File: config.mk
export PLATFORM = sky130hd
export DESIGN_NAME = sgap_ctrl
export DESIGN_NICKNAME = d
export VERILOG_FILES = /design/src/design/sgap_pkg.sv /design/src/design/sgap_ctrl.sv
export SDC_FILE = /design/constraint.sdc
export NUM_CORES = 1
export LEC_CHECK = 0
export BUFFER_PORTS_ARGS = -buffer_cell sky130_fd_sc_hd__clkbuf_2
export CORE_MARGIN = 4
export CORE_UTILIZATION = 35
export CTS_BUF_LIST = sky130_fd_sc_hd__clkbuf_16
export DETAILED_ROUTE_END_ITERATION = 8
export HOLD_SLACK_MARGIN = 0.05
export PLACE_DENSITY = 0.67
export SLEW_MARGIN = 20
export SYNTH_ARGS = -nofsm -noshare
export SYNTH_HDL_FRONTEND = slang
export SYNTH_SLANG_ARGS = --single-unit
File: constraint.sdc
create_clock -name clk -period 5.05 [get_ports clk]
set_input_delay 0.7575 -clock clk [delete_from_list [all_inputs] [get_ports clk]]
set_output_delay 0.7575 -clock clk [all_outputs]
set_load 0.05 [all_outputs]
File: src/design/sgap_pkg.sv
// Shared constants, codes and types of the skyline glyph atlas packer.
package sgap_pkg;

  localparam int MAX_ATLAS_WIDTH = 1024;
  localparam int GLYPHS_PER_ROW  = 16;

  localparam int COL_W = $clog2(MAX_ATLAS_WIDTH);
  localparam int PX_W  = 10;
  localparam int TOP_W = 16;
  localparam int HGT_W = 7;
  localparam int SUM_W = ((COL_W > PX_W) ? COL_W : PX_W) + 3;

  localparam logic [TOP_W-1:0] HEIGHT_LIMIT = 16'd65534;
  localparam logic [HGT_W-1:0] HEIGHT_RESET = 7'd16;

  typedef enum logic [1:0] {
    STAT_OK   = 2'd0,
    STAT_WIDE = 2'd1,
    STAT_OVF  = 2'd2
  } status_t;

  typedef enum logic {
    OP_CLEAR = 1'b0,
    OP_PLACE = 1'b1
  } op_t;

  typedef enum logic [2:0] {
    S_SWEEP,
    S_IDLE,
    S_SCAN,
    S_DRAIN,
    S_EVAL,
    S_WRITE
  } state_t;

  typedef struct packed {
    logic             we;
    logic [COL_W-1:0] addr;
    logic [TOP_W-1:0] wdata;
  } mem_req_t;

endpackage

File: src/design/sgap_ctrl.sv
// Sequencer and shared max/compare datapath of the atlas packer.
module sgap_ctrl
  import sgap_pkg::*;
(
  input  logic             clk,
  input  logic             rst_n,
  input  logic             start,
  input  logic             in_operation,
  input  logic [PX_W-1:0]  in_glyph_width,
  input  logic [PX_W-1:0]  in_glyph_rows,
  input  logic             cfg_we,
  input  logic [HGT_W-1:0] cfg_glyph_height_px,
  output logic             busy,
  output mem_req_t         mem_req,
  input  logic [TOP_W-1:0] mem_rdata,
  output logic             out_strobe,
  output logic [PX_W-1:0]  out_place_x,
  output logic [TOP_W-1:0] out_place_y,
  output logic [TOP_W-1:0] out_atlas_height,
  output logic [1:0]       out_status
);

  state_t           state_r, state_nxt;
  logic [COL_W-1:0] idx_r, idx_nxt;
  logic [COL_W-1:0] base_r, base_nxt;
  logic [PX_W-1:0]  wid_r, wid_nxt;
  logic [PX_W-1:0]  rows_r, rows_nxt;
  logic [TOP_W-1:0] top_r, top_nxt;
  logic [TOP_W-1:0] bottom_r, bottom_nxt;
  logic [PX_W-1:0]  cursor_r, cursor_nxt;
  logic [TOP_W-1:0] tallest_r, tallest_nxt;
  logic [HGT_W-1:0] height_r;
  logic             clr_r, clr_nxt;
  logic             rd_vld_r;

  logic             strobe_r, strobe_nxt;
  logic [PX_W-1:0]  x_r, x_nxt;
  logic [TOP_W-1:0] y_r, y_nxt;
  logic [TOP_W-1:0] h_r, h_nxt;
  status_t          stat_r, stat_nxt;

  logic [SUM_W-1:0] aw_prod, aw, w1;
  logic             too_wide, wrap;
  logic [TOP_W-1:0] fold_max;
  logic [TOP_W:0]   bottom_sum;
  logic [TOP_W-1:0] tallest_upd;
  logic [SUM_W-1:0] cursor_sum;

  // Atlas width and the fit checks of the incoming glyph
  always_comb begin
    aw_prod  = SUM_W'(height_r) * SUM_W'(GLYPHS_PER_ROW);
    aw       = (aw_prod > SUM_W'(MAX_ATLAS_WIDTH)) ? SUM_W'(MAX_ATLAS_WIDTH) : aw_prod;
    w1       = SUM_W'(in_glyph_width) + SUM_W'(1);
    too_wide = (w1 >= aw);
    wrap     = ((SUM_W'(cursor_r) + w1) >= aw);
  end

  // Shared unit: running max, overflow sum and final extents
  always_comb begin
    fold_max    = (rd_vld_r && (mem_rdata > top_r)) ? mem_rdata : top_r;
    bottom_sum  = {1'b0, top_r} + (TOP_W+1)'(1) + (TOP_W+1)'(rows_r);
    tallest_upd = (bottom_r > tallest_r) ? bottom_r : tallest_r;
    cursor_sum  = SUM_W'(base_r) + SUM_W'(wid_r) + SUM_W'(1);
  end

  // Next state, memory request and result beat
  always_comb begin
    state_nxt   = state_r;
    idx_nxt     = idx_r;
    base_nxt    = base_r;
    wid_nxt     = wid_r;
    rows_nxt    = rows_r;
    top_nxt     = top_r;
    bottom_nxt  = bottom_r;
    cursor_nxt  = cursor_r;
    tallest_nxt = tallest_r;
    clr_nxt     = clr_r;
    strobe_nxt  = 1'b0;
    x_nxt       = x_r;
    y_nxt       = y_r;
    h_nxt       = h_r;
    stat_nxt    = stat_r;
    mem_req     = '{we: 1'b0, addr: base_r + idx_r, wdata: bottom_r};

    unique case (state_r)
      S_SWEEP: begin
        mem_req = '{we: 1'b1, addr: idx_r, wdata: '0};
        idx_nxt = idx_r + COL_W'(1);
        if (idx_r == COL_W'(MAX_ATLAS_WIDTH - 1)) begin
          state_nxt = S_IDLE;
          clr_nxt   = 1'b0;
          if (clr_r) begin
            strobe_nxt = 1'b1;
            x_nxt      = '0;
            y_nxt      = '0;
            h_nxt      = TOP_W'(1);
            stat_nxt   = STAT_OK;
          end
        end
      end

      S_IDLE: begin
        if (start) begin
          if (op_t'(in_operation) == OP_CLEAR) begin
            cursor_nxt  = '0;
            tallest_nxt = '0;
            idx_nxt     = '0;
            clr_nxt     = 1'b1;
            state_nxt   = S_SWEEP;
          end else if (too_wide) begin
            strobe_nxt = 1'b1;
            x_nxt      = '0;
            y_nxt      = '0;
            h_nxt      = tallest_r + TOP_W'(1);
            stat_nxt   = STAT_WIDE;
          end else begin
            base_nxt  = wrap ? '0 : COL_W'(cursor_r);
            wid_nxt   = in_glyph_width;
            rows_nxt  = in_glyph_rows;
            idx_nxt   = '0;
            top_nxt   = '0;
            state_nxt = S_SCAN;
          end
        end
      end

      // Issue one read per column, fold the previous one
      S_SCAN: begin
        top_nxt = fold_max;
        idx_nxt = idx_r + COL_W'(1);
        if (idx_r == COL_W'(wid_r)) begin
          state_nxt = S_DRAIN;
        end
      end

      S_DRAIN: begin
        top_nxt   = fold_max;
        state_nxt = S_EVAL;
      end

      S_EVAL: begin
        if (bottom_sum > {1'b0, HEIGHT_LIMIT}) begin
          strobe_nxt = 1'b1;
          x_nxt      = '0;
          y_nxt      = '0;
          h_nxt      = tallest_r + TOP_W'(1);
          stat_nxt   = STAT_OVF;
          state_nxt  = S_IDLE;
        end else begin
          bottom_nxt = bottom_sum[TOP_W-1:0];
          idx_nxt    = '0;
          state_nxt  = S_WRITE;
        end
      end

      // Raise one column per cycle
      S_WRITE: begin
        mem_req = '{we: 1'b1, addr: base_r + idx_r, wdata: bottom_r};
        idx_nxt = idx_r + COL_W'(1);
        if (idx_r == COL_W'(wid_r)) begin
          cursor_nxt  = cursor_sum[PX_W-1:0];
          tallest_nxt = tallest_upd;
          strobe_nxt  = 1'b1;
          x_nxt       = PX_W'(base_r) + PX_W'(1);
          y_nxt       = top_r + TOP_W'(1);
          h_nxt       = tallest_upd + TOP_W'(1);
          stat_nxt    = STAT_OK;
          state_nxt   = S_IDLE;
        end
      end

      default: begin
        state_nxt = S_IDLE;
      end
    endcase
  end

  // State register
  always_ff @(posedge clk) begin
    if (!rst_n) begin
      state_r   <= S_SWEEP;
      idx_r     <= '0;
      cursor_r  <= '0;
      tallest_r <= '0;
      clr_r     <= 1'b0;
      rd_vld_r  <= 1'b0;
      strobe_r  <= 1'b0;
      height_r  <= HEIGHT_RESET;
    end else begin
      state_r   <= state_nxt;
      idx_r     <= idx_nxt;
      cursor_r  <= cursor_nxt;
      tallest_r <= tallest_nxt;
      clr_r     <= clr_nxt;
      rd_vld_r  <= (state_r == S_SCAN);
      strobe_r  <= strobe_nxt;
      if (cfg_we) begin
        height_r <= cfg_glyph_height_px;
      end
    end
  end

  // Payload registers
  always_ff @(posedge clk) begin
    base_r   <= base_nxt;
    wid_r    <= wid_nxt;
    rows_r   <= rows_nxt;
    top_r    <= top_nxt;
    bottom_r <= bottom_nxt;
    x_r      <= x_nxt;
    y_r      <= y_nxt;
    h_r      <= h_nxt;
    stat_r   <= stat_nxt;
  end

  assign busy             = (state_r != S_IDLE);
  assign out_strobe       = strobe_r;
  assign out_place_x      = x_r;
  assign out_place_y      = y_r;
  assign out_atlas_height = h_r;
  assign out_status       = stat_r;

endmodule

Yosys cells after proc, flatten, opt, wreduce, memory -nomap -nowiden:

Index checks and enable logic that the tools add are counted.

* word-level logic and storage cells: 148
* output and inout port bits: 73
* input port bits: 48
* register bits after elaboration: 155

* eq/ne operators: 21
* reductions and logical operators: 17
* mux-type cells: 73
* bitwise gates (word level): 2
* $lt $le $gt $ge: 6
* add/subtract/negate cells: 12

Operators by type and width (number)
* $mux 16: 22
* $mux 10: 14
* $pmux 16 s4: 2
* $pmux 16 s2: 2
* $pmux 27 s2: 1
* $add 16x1->16 const B: 3
* $pmux 10 s4: 1
* $gt 16x16->1: 2
* $add 10x1->10 const B: 3
* $pmux 10 s3: 1
* $ne 2x2->1 const B: 11
* $mux 3: 7
* $add 10x10->10: 2
* $pmux 10 s2: 1
* $pmux 3 s6: 1
* $add 16x1->17 const B: 1
* $add 17x10->17: 1
* $gt 17x16->1 const B: 1
* $reduce_and 4->1: 4
* $mux 2: 7
* $add 10x11->12: 1
* $ge 12x11->1: 1
* $add 10x1->11 const B: 1
* $ge 11x11->1: 1
* 25 further kinds: 40

Logic depth before layout (Yosys ltp):

* word-level depth: 7
* gate-level depth with buffers: 18
* depth with buffers taken out: 18

Worst setup path after synthesis:

No wires, ideal clock.

* path kind: reg-to-reg
* from: register top_r[0]
* to: register h_r[0] (netlist: out_atlas_height[0]), enable pin
* required time: 4.604 ns
* path buffers: 0
* arrival: 4.892 ns
* library setup time: 0.446 ns
* stages on the path, launching flop included: 13
* clock period less this slack: 5.338 ns
* path slack: -0.288 ns
* cell sequence: edfxtp_1 -> inv_1 -> ha_1 -> fa_1 -> nor2b_1 -> o2111ai_1 -> a21oi_1 -> o21bai_1 -> xnor2_1 -> or3_1 -> or4_4 -> and3_1 -> nor2_1

* word-level cells in the longest chain between the ends: 5

RTL lines
* start, declared: RTL line sgap_ctrl.sv:28 `logic [TOP_W-1:0] top_r, top_nxt;`
* start signal, assigned: RTL line sgap_ctrl.sv:208 `top_r <= top_nxt;`
* $add 16x1->17: RTL line sgap_ctrl.sv:61 `bottom_sum = {1'b0, top_r} + (TOP_W+1)'(1) + (TOP_W+1)'(rows_r);`
* $add 17x10->17: RTL line sgap_ctrl.sv:61
* $gt 17x16->1: RTL line sgap_ctrl.sv:142 `if (bottom_sum > {1'b0, HEIGHT_LIMIT}) begin`
* $ne 2x2->1 (no line)
* $reduce_and 8->1 (no line)
* end signal, assigned: RTL line sgap_ctrl.sv:212 `h_r <= h_nxt;`
* end, declared: RTL line sgap_ctrl.sv:39 `logic [TOP_W-1:0] h_r, h_nxt;`

Every way passes these cells.
A chain may end at the register's enable or synchronous reset.

Final worst setup path:

* from: register top_r[0]
* to: register x_r[1] (netlist: out_place_x[1]), enable pin

* word-level cells in the longest chain between the ends: 5

RTL lines
* $add 16x1->17: RTL line sgap_ctrl.sv:61
* $add 17x10->17: RTL line sgap_ctrl.sv:61
* $gt 17x16->1: RTL line sgap_ctrl.sv:142
* $ne 2x2->1 (no line)
* $reduce_and 8->1 (no line)
* end signal, assigned: RTL line sgap_ctrl.sv:210 `x_r <= x_nxt;`
* end, declared: RTL line sgap_ctrl.sv:37 `logic [PX_W-1:0] x_r, x_nxt;`

Every way passes these cells.

==> metrics.txt <==
top cells by area, synth edfxtp_1 (32%), ha_1 (12%), dfxtp_1 (9.8%), xnor2_1 (5.3%), nor2_1 (4.3%); Switching Share 0.239; Crit path required time 5.17 ns; post-route clock period utilization 0.883; CP Class reg2reg; Clock Latency Late Sink 0.43 ns; Vias/cell 5.11; GRT Util Overall 0.161; Final WS setup 0.589 ns; number of nets in the layout 1300; Critical Path Max Stage Delay 0.63 ns; Syn-to-layout area delta 16.1%; CP Data Arrival Time 4.58 ns; I/O Pins 121; Mean Syn Cell Area 9.60 sq um; top-count cell post-synth nor2_1; dpl ws 0.587 ns; area of the multi-input gates 5420 sq um; sequential area share after synthesis 0.417; synth unique cells 56; hold crit path type reg2reg; cells along the critical path inv_1 > ha_1 > fa_1 > nor2b_1 > o2111ai_1 > a21oi_1 > o21bai_1 > xnor2_1 > or3_1 > or4_4 > and3_1 > nor2_4 > buf_12; vias in the first global route 7588; largest net degree at the start of global routing 41; GR Overflow Total 0; final hold vios 0; die footprint 31300 sq um; post-CTS resize count 0; Ant. Diodes 0; Setup TNS Final 0 ns; Seq pwr share 0.492; Tmin final 4.46 ns; Port Buffers 120; routability cong. 0.876; initial antenna violation count 0; syn nets 1183; Synth Instances 1039; first-pass GRT wire length 40.3 mm; Final Skew 0.0110 ns; Layout fillers 2778; worst-path maximum fanout 28; Max-Cap Viols 0; CTS max path bufs 2; outcome finished clean; sequential cell area 4160 sq um; Final ANT Viol Nets 0; CP max-delay cell nor2_4; chip width 177 microns; CP bufs+invs 2; # DRC 0; layout cell share with drive strength beyond 1 0.153; detailed placement HPWL 19.5 mm; Detailed Routing Iterations Pass 1 5; top cell type's share of synthesized area 0.319; Vias 7909; PwrDens 238 nW/um^2; hold_buf cts 0; DRT iter0 DRCs 579; Worst-Margin Slew 0.771 ns; Pint 0.00209 W; Initial Utilization 0.357; Combinational Power Share 0.053; peak supply drop 0.212 mV; Top FF cell, synth edfxtp_1; Worst-path clk slew 0.07 ns; Ys Warns 0; final slew viol count 0; synth cell count leaders nor2_1 (115), edfxtp_1 (106), ha_1 (92); Syn Std Cell Area 9970 sq um; largest area contributor in the netlist edfxtp_1; net switching power of the design 0.000658 W; Clock Power Share 0.455; Startpoint Class register; routed len/inst 16.2 microns; # setup viols final 0; core area 27900 sq um; TritonCTS buffer count 17; Fmax 224 MHz; postcts setup bufs 0; Sink Count 155; Post-synth EDFFs 106; Die Y 177 microns; htree depth 4; Max-slew headroom 0.482; RSZ-0062 raised after global routing false; CP delay by family, top simple AND/OR/NAND/NOR gates; CP endpoint kind register; Std-Cell Rows 61; Yosys reg bits 155; Post-synth ARST share 0; Detailed Route WL 25.1 mm; Root Buffer clkbuf_16; CTS tree done; LEAKAGE 4.69 nW
[per-layer routing]
metal | part of all wire | global-route usage | vias to the layer above | routed length (microns)
met5 | 0 | 0 | - | 0
met4 | 0.029 | 0.0606 | 0 | 729
met3 | 0.061 | 0.0323 | 45 | 1520
met2 | 0.42 | 0.238 | 249 | 10600
met1 | 0.49 | 0.233 | 3665 | 12200
li1 | - | - | 3950 | -
[worst paths after layout]
kind | from | to | slack, ns | depth (start not counted)
max reg2reg | top_r[0]$_SDFFCE_PP0P_ | out_place_x[1]$_SDFFCE_PN0P_ | 0.59 | 13
max | top_r[0]$_SDFFCE_PP0P_ | out_place_x[1]$_SDFFCE_PN0P_ | 0.59 | 13
min | height_r[4]$_SDFFE_PN1P_ | height_r[4]$_SDFFE_PN1P_ | 0.48 | 2
min reg2reg | height_r[4]$_SDFFE_PN1P_ | height_r[4]$_SDFFE_PN1P_ | 0.48 | 2
[flip-flops by register name (all words and copies together), names as in the netlist, 16 cells and up]
| name | cells |
|---|---|
| tallest_r | 16 |
| top_r | 16 |
| out_place_y | 16 |
| bottom_r | 16 |
| out_atlas_height | 16 |
[power groups by stage]
stage	logic, W	clock network (W)	registers, W
after global routing	0.000162	0.00134	0.00135
after global placement	0.000141	0	0.00138
after floorplan	0.0000891	0	0.00138
after detailed placement	0.000143	0	0.00138
final	0.000144	0.00125	0.00135
after CTS	0.000144	0.00128	0.00135
[worst reg2reg max path, cell delays in order, from the launching register on]
cell	delay, ns
edfxtp_1	0.46
inv_1	0.10
ha_1	0.20
fa_1	0.41
nor2b_1	0.20
o2111ai_1	0.15
a21oi_1	0.22
o21bai_1	0.12
xnor2_1	0.15
or3_1	0.37
or4_4	0.45
and3_1	0.45
nor2_4	0.63
buf_12	0.27
[logic make-up (layout without fill, tap and decap cells)]
kind of cell,Yosys count,after routing,synth area share
flip-flops,155,155,0.417
AO/OA/AOI/OAI,209,209,0.137
adder cells (fa/ha/maj),96,96,0.123
buffers and inverters,105,235,0.0416
XOR/XNOR,95,95,0.0842
multiplexers,19,19,0.0196
AND/OR/NAND/NOR,360,360,0.177
[area by class of cell]
cell class | instances | share of cell area
sequential | 155 | 0.360
timing repair buffer | 130 | 0.0594
clock buffer | 17 | 0.0367
tap | 378 | 0.0408
multi-input combinational | 779 | 0.468
inverter | 73 | 0.0237
clock inverter | 15 | 0.0120
[cells in the final DEF (no fill, tap or decap), types with 22 or more instances in the layout]
| master | count |
|---|---|
| clkbuf_2 | 120 |
| nor2_1 | 114 |
| edfxtp_1 | 106 |
| ha_1 | 92 |
| inv_1 | 72 |
| a21oi_1 | 66 |
| xnor2_1 | 60 |
| nand2_1 | 58 |
| dfxtp_1 | 49 |
| nand3_1 | 41 |
| and2_1 | 41 |
| xor2_1 | 34 |
| o21ai_0 | 34 |
| a22oi_1 | 23 |
| nor3_1 | 22 |
[metrics by stage]
stage | hold slack (ns) | utilization | power, W | instances | instance area [sq um]
finish | 0.479 | 0.415 | 0.00275 | 1547 | 11600
detailed placement | 0.469 | 0.394 | 0.00152 | 1515 | 11000
global placement | 0.461 | 0.394 | 0.00152 | 1515 | 11000
CTS | 0.481 | 0.414 | 0.00278 | 1547 | 11600
global route | 0.478 | 0.415 | 0.00285 | 1547 | 11600
floorplan | 0.440 | - | 0.00147 | 1039 | 9980
No activity file was read; power rests on OpenSTA's default activity.
